<file path="src/rtl/assert_macros.svh">
// Assertion macros used by the freeze looper RTL.
// Depends on nothing; compiled to empty bodies when SYNTHESIS is defined.
`ifndef ASSERT_MACROS_SVH
`define ASSERT_MACROS_SVH
`ifndef SYNTHESIS
// Same-cycle implication, disabled while reset is low.
`define ASSERT_IMP(label, clk, rst_n, ante, cons) \
    label: assert property (@(posedge clk) disable iff (!rst_n) (ante) |-> (cons)) \
        else $error("assertion failed");
// Next-cycle implication, disabled while reset is low.
`define ASSERT_NEXT(label, clk, rst_n, ante, cons) \
    label: assert property (@(posedge clk) disable iff (!rst_n) (ante) |=> (cons)) \
        else $error("assertion failed");
`else
`define ASSERT_IMP(label, clk, rst_n, ante, cons)
`define ASSERT_NEXT(label, clk, rst_n, ante, cons)
`endif
`endif

</file>
<file path="src/rtl/fflc_ram.sv">
// Simple dual-port RAM: one write port, one read port with registered data.
// Depends on nothing.
module fflc_ram #(
    parameter int DEPTH = 2,
    parameter int WIDTH = 8
) (
    input  logic                     aclk,
    input  logic                     we,
    input  logic [$clog2(DEPTH)-1:0] waddr,
    input  logic [WIDTH-1:0]         wdata,
    input  logic [$clog2(DEPTH)-1:0] raddr,
    output logic [WIDTH-1:0]         rdata
);

    logic [WIDTH-1:0] mem [DEPTH];
    logic [WIDTH-1:0] rdata_reg;

    always_ff @(posedge aclk) begin
        if (we) begin
            mem[waddr] <= wdata;
        end
        rdata_reg <= mem[raddr];
    end

    assign rdata = rdata_reg;

endmodule

</file>
<file path="config.mk">
export PLATFORM = sky130hd
export DESIGN_NAME = fflc_ram
export DESIGN_NICKNAME = d
export VERILOG_FILES = /design/src/rtl/assert_macros.svh /design/src/rtl/fflc_ram.sv
export SDC_FILE = /design/constraint.sdc
export NUM_CORES = 1
export LEC_CHECK = 0
export ABC_AREA = 1
export BUFFER_PORTS_ARGS = -buffer_cell sky130_fd_sc_hd__buf_2
export CAP_MARGIN = 20
export CORE_MARGIN = 4
export CORE_UTILIZATION = 48
export DETAILED_ROUTE_END_ITERATION = 6
export PLACE_DENSITY = 0.74
export SLEW_MARGIN = 40
export SYNTH_ARGS = -nofsm -noshare
export SYNTH_HDL_FRONTEND = slang
export SYNTH_SLANG_ARGS = --single-unit
</file>
<file path="constraint.sdc">
create_clock -name aclk -period 1.1 [get_ports aclk]
set_input_delay 0.11 -clock aclk [delete_from_list [all_inputs] [get_ports aclk]]
set_output_delay 0.11 -clock aclk [all_outputs]
set_load 0.02 [all_outputs]
</file>
=== Yosys cells after proc, flatten, opt, wreduce, memory -nomap -nowiden ===
Memory sizes are Yosys's and may differ from the RTL's. A register that Yosys moved wholly into a read port is not among the register bits.
Cells that the tools add are included.
Widths: inputs -> output; s select.

* Register bits after elaboration: 0
* Memory bits (writable): 16
* Input port bits: 12
* Memories kept: 1

* Multiplexer cells: 2

{| class="wikitable"
|+ Memories
! memory !! words !! bits a word !! rd ports !! clocked after Yosys merged registers in !! wr ports !! line !! RTL
|-
| mem || 2 || 8 || 1 || 1 || 1 || fflc_ram.sv:15 || <nowiki>logic [WIDTH-1:0] mem [DEPTH];</nowiki>
|}

{| class="wikitable"
|+ Operators by type and width
! cell !! number
|-
| $mux 1 || 2
|}

=== Logic depth before layout (Yosys ltp) ===
* Word-level depth: 2
* Gate-level depth with buffers: 4
* Mapped depth without buffers: 3

=== Least setup slack after synthesis ===
Ideal clock, no wire load.

* Path type: input to register
* Start point: in we
* End point: mem mem[0][0], enable pin
* Library setup time: 0.371 ns
* Data arrival time: 0.499 ns
* Data required time: 0.729 ns
* Path slack: 0.230 ns
* Stages: 2
* Path buffers: 0
* Cell sequence: inv_1 > nor2_1

* Cells in the longest elaborated chain, start to end: 2

{| class="wikitable"
|+ RTL lines
! element !! line !! RTL
|-
| start: declaration || fflc_ram.sv:8 || <nowiki>input logic we,</nowiki>
|-
| $mux 1 || fflc_ram.sv:19 || <nowiki>if (we) begin</nowiki>
|-
| $mux 1 (implied by the code) || fflc_ram.sv:20 || <nowiki>mem[waddr] <= wdata;</nowiki>
|-
| end: declaration || fflc_ram.sv:15 ||
|}

No other way between the ends.

=== Final worst setup path ===
* Start point: reg rdata_reg[5] (netlist: rdata[5]) (read register of mem)
* End point: out rdata[5]

{| class="wikitable"
|+ RTL lines
! element !! line !! RTL
|-
| start: declaration || fflc_ram.sv:16 || <nowiki>logic [WIDTH-1:0] rdata_reg;</nowiki>
|-
| end: declaration || fflc_ram.sv:12 || <nowiki>output logic [WIDTH-1:0] rdata</nowiki>
|}

No word-level cell between the ends.

==> results.json <==
{
  "outcome": "complete, no violations",
  "rsz0062_at_grt": "no",
  "die_w_um": 47.8,
  "seq_area_um2": 641,
  "grt_overflow": 0,
  "initial_core_util": 0.505,
  "area_delta_synth_final_pct": 28.1,
  "crit_path_end_kind": "primary output",
  "grt_pass1_wl_um": 1680,
  "yosys_warnings": 0,
  "wl_met1_um": 445,
  "netSwitchingPower_uw": 325,
  "antenna_cells": 0,
  "tightest_slew_ps": 288,
  "clock-skew-final_ps": 1.48,
  "multi_input_area_um2": 97.6,
  "slew_violations": 0,
  "swShare": 0.210,
  "path_clk_slew_ps": 110,
  "root_buffer": "clkbuf_4",
  "crit_fanout": 1,
  "synth_nets": 66,
  "cts_buffers": 3,
  "first_iter_violations": 15,
  "cts_sinks": 24,
  "synth.top_cells.by_area": "edfxtp_1 63%, dfxtp_1 21%, nand2_1 12%",
  "post_cts_resized": 0,
  "cts_setup_buffers": 0,
  "top_layer": "met3",
  "die_area_um2": 2290,
  "nNetsFinal": 98,
  "hold_path_depth": 3,
  "fillerInstances": 114,
  "fmax_ghz": 1.15,
  "die-height_um": 47.8,
  "core_area_um2": 1510,
  "synth-seq-cells": 24,
  "setup_viol": 0,
  "drive_above_1_share": 0.286,
  "path_buf_inv": 1,
  "p_seq_frac": 0.675,
  "cp_top_family": "flip-flops",
  "hp-class": "input pin to flip-flop",
  "synth_top_area_share": 0.632,
  "path_cells": "buf_2",
  "clkPwrFrac": 0.226,
  "place.gp.congestion": 0.677,
  "syn_area_per_cell_um2": 14.1,
  "grt_pass1_vias": 421,
  "maxCapViolCount": 0,
  "crit_type": "flip-flop to primary output",
  "peakVddDrop_uv": 813,
  "power_frac_comb": 0.099,
  "internal-power_mw": 1.22,
  "syn_inst": 54,
  "cp-start-kind": "flip-flop",
  "cp_num_cells": 1,
  "required_ps": 990,
  "cp_slowest_cell": "dfxtp_1",
  "place_worst_setup_slack_ps": 284,
  "grt_max_degree": 13,
  "io_buffers": 19,
  "synth.distinct_cells": 7,
  "period_minus_slack_ps": 873,
  "dr_wl_met2_um": 571,
  "wirelength_um": 1090,
  "gr-usage-all-layers": 0.108,
  "p_leak_nw": 0.438,
  "drc_errors": 0,
  "cp.arrival_ps": 760,
  "clk_latency_ps": 290,
  "fin_ws_ps": 227,
  "first_pass_iters": 4,
  "num_io_pins": 20,
  "detail-route-antenna-nets": 0,
  "clockBufferDepth": 2,
  "vias_per_cell": 4.56,
  "period_share": 0.794,
  "num_vias": 456,
  "wl_met3_um": 75,
  "cts_tree": "yes",
  "layout_common_cells": "25 x nand2_1, 19 x buf_2, 16 x edfxtp_1",
  "hold_violations": 0,
  "largest_reg_flops": 16,
  "mappedNetlistArea_um2": 761,
  "wl_per_cell_um": 10.9,
  "slew_headroom": 0.808,
  "synth.yosys.seq_area_share": 0.842,
  "rows": 14,
  "power_density_nw_per_um2": 1590,
  "final_common_cell": "nand2_1",
  "yosysTopAreaCell": "edfxtp_1",
  "setup_tns_ps": 0,
  "htreeDepth": 1,
  "antenna_found_initial": 0,
  "rr_worst_depth": 2,
  "cpPeakStageDelay_ps": 320,
  "dp_hpwl_um": 734,
  "ctsHoldBuffers": 5
}
cells in the mapped netlist, drive strengths merged:
library cell,number
nand2,25
edfxtp,16
dfxtp,8
inv,3
buf,1
nor2,1
layout make-up:
class,count,share of cell area
flip-flops and latches,24,0.657
repair buffers,28,0.187
multi-input cells,26,0.100
clock buffers,3,0.0231
well taps,16,0.0205
inverters,3,0.0116
through the flow:
| step | power (mW) | instances | util | area (um2) | hold slack, ps |
|---|---|---|---|---|---|
| 2_1_floorplan | 1.14 | 54 | - | 761 | 209 |
| 3_3_place_gp | 1.19 | 89 | 0.579 | 872 | 301 |
| 3_5_place_dp | 1.20 | 89 | 0.579 | 872 | 304 |
| 4_1_cts | 1.55 | 97 | 0.627 | 945 | 1.02 |
| 5_1_grt | 1.62 | 100 | 0.647 | 975 | 122 |
| 6_report | 1.55 | 100 | 0.647 | 975 | 113 |
logic make-up (layout without fill, tap and decap cells):
group / after synthesis / count (layout) / synth area share
buf+inv: 4 / 34 / 0.0296
flops: 24 / 24 / 0.842
simple gates: 26 / 26 / 0.128
power by group through the flow:
stage                     Clock, mW  Sequential (mW)  Combinational, mW
after CTS                     0.359             1.05              0.146
after global routing          0.394             1.05              0.172
final                         0.350             1.05              0.153
after global placement            0             1.07              0.129
after floorplan                   0             1.10             0.0417
after detailed placement          0             1.07              0.132
worst paths after layout:
| check | slack [ps] | start | to |
|---|---|---|---|
| hold reg to reg | 450 | mem[0][4] | rdata[4] |
| hold / removal | 110 | raddr | rdata[7] |
| setup / recovery | 230 | rdata[5] | rdata[5] |
| setup reg to reg | 480 | mem[0][5] | rdata[5] |
tightest hold or removal path, delay by kind of cell:
kind | cells | cell delay [ps]
buffers and inverters | 1 | 150
AND/OR/NAND/NOR | 2 | 110
metal layers:
metal | vias up | track usage
met5 | - | 0
met4 | 0 | 0.0323
met3 | 0 | 0.0338
met2 | 15 | 0.190
met1 | 206 | 0.126
li1 | 235 | -
Note: power is estimated with default switching activity, not from simulation.
