[src/rtl/assert_macros.svh]
// Assertion macros used by the freeze looper RTL.
// Depends on nothing; compiled to empty bodies when SYNTHESIS is defined.
`ifndef ASSERT_MACROS_SVH
`define ASSERT_MACROS_SVH
`ifndef SYNTHESIS
// Same-cycle implication, disabled while reset is low.
`define ASSERT_IMP(label, clk, rst_n, ante, cons) \
    label: assert property (@(posedge clk) disable iff (!rst_n) (ante) |-> (cons)) \
        else $error("assertion failed");
// Next-cycle implication, disabled while reset is low.
`define ASSERT_NEXT(label, clk, rst_n, ante, cons) \
    label: assert property (@(posedge clk) disable iff (!rst_n) (ante) |=> (cons)) \
        else $error("assertion failed");
`else
`define ASSERT_IMP(label, clk, rst_n, ante, cons)
`define ASSERT_NEXT(label, clk, rst_n, ante, cons)
`endif
`endif

[src/rtl/fflc_pkg.sv]
// Shared types and constants of the freeze looper: item structs, sequencer states,
// register indexes and the divider request/response bundles. Depends on nothing.
package fflc_pkg;

    localparam int SAMPLE_BITS     = 24;
    localparam int STORE_DEPTH_DEF = 65536;
    localparam int FADE_MAX_DEF    = 4096;

    localparam int AMT_W      = 17;
    localparam int LEN_CFG_W  = 17;
    localparam int FADE_W     = 13;
    localparam int STEPS_W    = 16;
    localparam int CFG_IDX_W  = 2;
    localparam int CFG_DATA_W = 17;

    localparam logic [AMT_W-1:0]     AMOUNT_ONE     = 17'd65536;
    localparam logic [LEN_CFG_W-1:0] LOOP_LEN_RESET = 17'd32768;
    localparam logic [FADE_W-1:0]    XFADE_RESET    = 13'd480;
    localparam logic [STEPS_W-1:0]   STEPS_RESET    = 16'd2400;

    // divider: magnitude of a sample times a fade weight, or of a ramp delta << 15
    localparam int DIV_W = SAMPLE_BITS + FADE_W + 1;
    localparam int DEN_W = 16;

    typedef struct packed {
        logic signed [SAMPLE_BITS-1:0] wet_left;
        logic signed [SAMPLE_BITS-1:0] wet_right;
        logic [AMT_W-1:0]              freeze_target;
    } in_item_t;

    typedef struct packed {
        logic signed [SAMPLE_BITS-1:0] out_left;
        logic signed [SAMPLE_BITS-1:0] out_right;
    } out_item_t;

    typedef enum logic [CFG_IDX_W-1:0] {
        REG_LOOP_LEN   = 2'd0,
        REG_XFADE      = 2'd1,
        REG_RAMP_STEPS = 2'd2
    } cfg_reg_t;

    typedef enum logic [4:0] {
        ST_IDLE,
        ST_TGT,
        ST_RDIV_GO,
        ST_RDIV_WAIT,
        ST_RAMP,
        ST_RAMP_MUL,
        ST_EDGE,
        ST_CAP,
        ST_PLAY,
        ST_PLAY_K,
        ST_PLAY_B,
        ST_LDIV_GO,
        ST_LDIV_WAIT,
        ST_XDIV_GO,
        ST_XDIV_WAIT,
        ST_MIX,
        ST_OUT
    } state_t;

    typedef struct packed {
        logic             start;
        logic [DIV_W-1:0] num;
        logic [DEN_W-1:0] den;
    } div_req_t;

    typedef struct packed {
        logic             busy;
        logic             done;
        logic [DIV_W-1:0] quo;
        logic             rem_nz;
    } div_rsp_t;

endpackage

[src/rtl/fflc_div.sv]
// Restoring unsigned divider, one quotient bit per cycle.
// Depends on fflc_pkg for the request/response bundles.
module fflc_div (
    input  logic               aclk,
    input  logic               aresetn,
    input  fflc_pkg::div_req_t req,
    output fflc_pkg::div_rsp_t rsp
);
    import fflc_pkg::*;

    localparam int CNT_W = $clog2(DIV_W + 1);

    logic             busy_reg;
    logic             done_reg;
    logic [CNT_W-1:0] cnt_reg;
    logic [DEN_W-1:0] rem_reg;
    logic [DIV_W-1:0] quo_reg;
    logic [DEN_W-1:0] den_reg;

    logic [DEN_W:0]   trial;
    logic             fits;
    logic [DEN_W-1:0] rem_step;

    assign trial    = {rem_reg, quo_reg[DIV_W-1]};
    assign fits     = trial >= {1'b0, den_reg};
    assign rem_step = fits ? DEN_W'(trial - {1'b0, den_reg}) : DEN_W'(trial);

    always_ff @(posedge aclk) begin
        if (!aresetn) begin
            busy_reg <= 1'b0;
            done_reg <= 1'b0;
            cnt_reg  <= '0;
            rem_reg  <= '0;
            quo_reg  <= '0;
            den_reg  <= '0;
        end else begin
            done_reg <= 1'b0;
            if (req.start) begin
                busy_reg <= 1'b1;
                cnt_reg  <= '0;
                rem_reg  <= '0;
                quo_reg  <= req.num;
                den_reg  <= req.den;
            end else if (busy_reg) begin
                rem_reg <= rem_step;
                quo_reg <= {quo_reg[DIV_W-2:0], fits};
                cnt_reg <= cnt_reg + CNT_W'(1);
                if (cnt_reg == CNT_W'(DIV_W - 1)) begin
                    busy_reg <= 1'b0;
                    done_reg <= 1'b1;
                end
            end
        end
    end

    assign rsp.busy   = busy_reg;
    assign rsp.done   = done_reg;
    assign rsp.quo    = quo_reg;
    assign rsp.rem_nz = rem_reg != '0;

endmodule

[config.mk]
export PLATFORM = sky130hd
export DESIGN_NAME = fflc_div
export DESIGN_NICKNAME = d
export VERILOG_FILES = /design/src/rtl/assert_macros.svh /design/src/rtl/fflc_pkg.sv /design/src/rtl/fflc_div.sv
export SDC_FILE = /design/constraint.sdc
export NUM_CORES = 1
export LEC_CHECK = 0
export BUFFER_PORTS_ARGS = -buffer_cell sky130_fd_sc_hd__buf_2
export CORE_ASPECT_RATIO = 1.5
export CORE_MARGIN = 3
export CORE_UTILIZATION = 47
export DETAILED_ROUTE_END_ITERATION = 8
export PLACE_DENSITY = 0.75
export RECOVER_POWER = 25
export SETUP_SLACK_MARGIN = 0.05
export SLEW_MARGIN = 20
export SYNTH_ARGS = -nofsm -noshare
export SYNTH_HDL_FRONTEND = slang
export SYNTH_SLANG_ARGS = --single-unit
[constraint.sdc]
create_clock -name aclk -period 3.15 [get_ports aclk]
set_clock_uncertainty 0.05 [all_clocks]
set_input_delay 0.7875 -clock aclk [delete_from_list [all_inputs] [get_ports aclk]]
set_output_delay 0.7875 -clock aclk [all_outputs]
set_load 0.02 [all_outputs]
Yosys cells after proc, flatten, opt, wreduce, memory -nomap -nowiden --
Cells that the tools add are included.
Storage, ports and cells: register bits 78, output and inout bits 41, word-level logic and storage cells 23
Cells by class: add/subtract/negate cells 2, $lt $le $gt $ge 1, equal/unequal tests 1, multiplexer cells 7, bitwise logic cells 2, reductions and logical operators 4
Operators by type and width (number):
- 2-to-1 mux 38 bit | 2
- greater-or-equal comparator 17 x 16 -> 1 bit | 1
- 2-to-1 mux 16 bit | 1
- nonzero test 16 bit | 1
- subtractor 16 bit | 1
- adder 6 x 1 -> 6 bit, second input constant | 1
- equality test 6 bit, second input constant | 1
- 2-to-1 mux 1 bit | 4
- OR reduction 3 bit | 1
- NOT 1 bit | 2
- nonzero test 2 bit | 1
- OR reduction 2 bit | 1

Depth between registers and ports, before layout --
depth in word-level cells 4, gate-level depth with buffers 11, depth with buffers taken out 11

Worst setup path after synthesis --
Ideal clock, no wire load.
path type flip-flop to flip-flop, start register den_reg[6], end register rem_reg[8], library setup time 132 ps, arrival 2283 ps, required time 2968 ps, path slack 685 ps, stages on the path, launching flop included 12, path buffers 1, period minus slack after synthesis 2465 ps, cells stage by stage dfxtp_1 > inv_1 > ha_1 > a211oi_2 > nor2_1 > or3_4 > o31ai_4 > nand2_2 > a211o_1 > buf_6 > mux2i_1 > a21oi_1
On the way: longest elaborated chain between the ends 2, elaborated cells on any way between the ends 3, classes of those cells add/sub: 1; order compare: 1; mux: 1
Ends and longest elaborated chain:
- from (decl) | RTL line fflc_div.sv:18 | logic [DEN_W-1:0] den_reg;
- from (signal assigned) | RTL line fflc_div.sv:43 | den_reg <= req.den;
- subtractor 16 bit / greater-or-equal comparator 17 x 16 -> 1 bit (equally long branches) | RTL line fflc_div.sv:26, fflc_div.sv:25
- 2-to-1 mux 16 bit * | RTL line fflc_div.sv:26 | assign rem_step = fits ? DEN_W'(trial - {1'b0, den_reg}) : DEN_W'(trial);
- to (signal assigned) | RTL line fflc_div.sv:45 | rem_reg <= rem_step;
- to (decl) | RTL line fflc_div.sv:16 | logic [DEN_W-1:0] rem_reg;
Every way passes the cells marked *; elsewhere a longest branch is shown, timed or not. A chain may end at the register's enable or synchronous reset.

Worst setup path in the final report --
start register den_reg[3], end register rem_reg[15]
Same word-level chain as after synthesis.

==> run metrics <==
initial core utilization 48.5%; CP required 3.31 ns; RSZ-0062 raised after global routing false; relative slew slack 23.9%; register area 0.00156 mm2; GRT Overall Usage 19.9%; max cap viols 0; area of the multi-input gates 0.00252 mm2; core outline area 0.00888 mm2; part of the cycle the worst path needs 90.7%; area of the die 0.0104 mm2; die span in y 123 um; Mean Syn Cell Area 8.50 um2; max reg flops 38; synthesized area 0.00431 mm2; Antenna Nets Post-Route 0; Hold EP cnt_reg[5]; Post-CTS Setup Bufs 0; FP Rows 42; final setup fails 0; Synth Instances 507; synth top area cells dfxtp_1 36%, mux2i_1 14%, o21ai_0 7.0%; Ant. Diodes 0; clock tree sinks 78; CTS Root Cell clkbuf_16; pwr dens 517 mW/mm2; Post-synth EDFFs 0; reg2reg setup slack 0.29 ns; routability cong. 0.923; Hold Crit Class register to register; Remaining DRCs 0; crit path kind register to register; FFs w/ async S/R, synth 0%; layout cell share with drive strength beyond 1 19.7%; PostCTS Resize Cnt 0; hold depth 2; count of cell types in the netlist 46; FF-to-FF path depth 10; Max Clk Rate 350 MHz; Routed WL per cell 14.5 um; Setup TNS Final 0 ns; CP max-delay cell a211o_1; vias in the first global route 3773; Iteration-0 DRC Markers 211; cell area after layout 0.00510 mm2; RR Endpoint rem_reg[15]; Pleak 0.00226 uW; fin crit period 2.86 ns; Die Wd 84.2 um; clk_lat worst skew 0.33 ns; Routed WL 10200 um; Synth Flop Type dfxtp_1; final total power 2640 uW; Nets 665; hold_sp cnt_reg[5]; TritonRoute pass-1 iters 4; worst-path fanout max 13; syn_nets 583; DP HPWL 7500 um; first-pass GRT wire length 16900 um; Layout Cells excl Fill 704; Clk pin slew, worst setup/hold paths 0.06 ns; outcome finished clean; CTS tree built; vias per inst 5.40; cts bufs inserted 9; VDD IR max 0.000370 V; Yosys warnings 0; largest net degree at the start of global routing 67; Critical R2R Launch den_reg[3]; Fill cells 817; most frequent CP cell a21oi_1; total grt overflow 0; Worst setup SP type register; via count 3801; hold violation count in the final report 0; Max clock buf depth 2; hold buffers post-CTS 0; Seq cells post-synth 78; Layout area overhead 18.3%; Synth top area share 36.2%; io pins 98; area leader, netlist dfxtp_1; CP Data Arrival Time 3.01 ns; initial antenna violation count 0; Final Max Slew Viols 0; H-tree Lvls 3; sequence of cells on the critical path inv_1, ha_1, a21o_1, a21oi_1, a21oi_1, o31ai_4, nand2_2, a211o_1, mux2i_1, o21ai_0; Largest stage delay, worst path 0.53 ns; dpl cell area 0.00485 mm2; CP Capture Type register; Seq/Total Area, Yosys 36.2%; PortBufs 97; Placed Cells incl. Taps 688; Worst Tran Pin Value 1.14 ns
[report_power, final]
part | switching, uW | internal [uW]
Sequential | 48.5 | 1040
Clock | 375 | 555
Combinational | 348 | 271
Total | 771 | 1870
[cell usage after synthesis, types with 2 or more instances]
library cell / instances
a21oi_1: 22
nor4_1: 5
nand2b_1: 5
clkbuf_1: 27
dfxtp_1: 78
a211oi_1: 2
xor2_1: 7
buf_4: 3
o21ai_0: 60
nor2b_1: 20
nand2_1: 47
nor3_1: 11
nand3_1: 6
o22ai_1: 2
xnor2_1: 9
nand4_1: 8
a211oi_2: 2
o21a_1: 3
or3_1: 2
inv_1: 22
mux2i_1: 62
ha_1: 18
nor2_1: 22
buf_1: 3
and2_1: 37
a21o_1: 4
[cell type report]
class	instances	share of cell area, %
inverter	22	1.62
clock buffer	15	5.05
clock inverter	1	0.0981
sequential	78	30.6
timing repair buffer	105	10.5
multi-input combinational	373	49.4
tap	110	2.70
[critical path: cells and delay by family, from the launching register on]
| family | cells | cell delay, ns |
|---|---|---|
| and+or+nand+nor | 1 | 0.10 |
| muxes | 1 | 0.28 |
| adders and majority gates | 1 | 0.36 |
| DFF | 1 | 0.33 |
| AOI/OAI and AO/OA | 6 | 1.56 |
| buffers and inverters | 1 | 0.04 |
[routing by layer]
metal	global-route usage, %	routed length (um)	share of wire [%]	up-vias
li1	-	-	-	1911
met1	22.1	4220	41	1745
met2	34.1	4950	48	116
met3	5.93	700	6.9	29
met4	10.4	340	3.3	0
met5	0	0	0	-
[metrics by stage]
step | hold slack, ns | setup WS, ns | utilization, %
global route | 0.494 | 0.139 | 57.4
floorplan | 0.403 | 0.685 | -
detailed placement | 0.441 | 0.363 | 54.6
finish | 0.444 | 0.293 | 57.4
CTS | 0.448 | 0.298 | 57.6
global placement | 0.423 | 0.442 | 54.6
[cell usage in the layout (no fill, tap or decap), drive strengths merged, types with 2 or more instances in the layout]
master / count
buf: 98
dfxtp: 78
mux2i: 62
o21ai: 60
nand2: 48
and2: 37
inv: 22
a21oi: 22
nor2: 22
clkbuf: 22
nor2b: 20
ha: 18
nor3: 11
xnor2: 9
nand4: 8
xor2: 7
nand3: 6
nor4: 5
nand2b: 5
a21o: 4
a211oi: 4
o21a: 3
or3: 3
o22ai: 2
o31ai: 2
a2111oi: 2
[cell families (layout without fill, tap and decap cells)]
group                      count (synthesis)  after routing  share of synthesized area [%]
AOI/OAI and AO/OA                        108            108                           15.0
and+or+nand+nor                          168            168                           20.1
adders and majority gates                 19             19                           5.69
DFF                                       78             78                           36.2
buffers and inverters                     56            143                           5.31
muxes                                     62             62                           14.4
xor gates and xnor gates                  16             16                           3.25
[how the worst max path moves through the flow]
stage,from,endpoint,slack [ns],depth (start not counted)
floorplan,den_reg[6],rem_reg[8],0.68,11
global placement,rem_reg[5],rem_reg[10],0.44,9
detailed placement,den_reg[6],rem_reg[10],0.36,10
CTS,den_reg[6],rem_reg[15],0.30,10
global route,den_reg[1],rem_reg[15],0.14,10
finish,den_reg[3],rem_reg[15],0.29,10
Power figures use the tool's default switching activity.
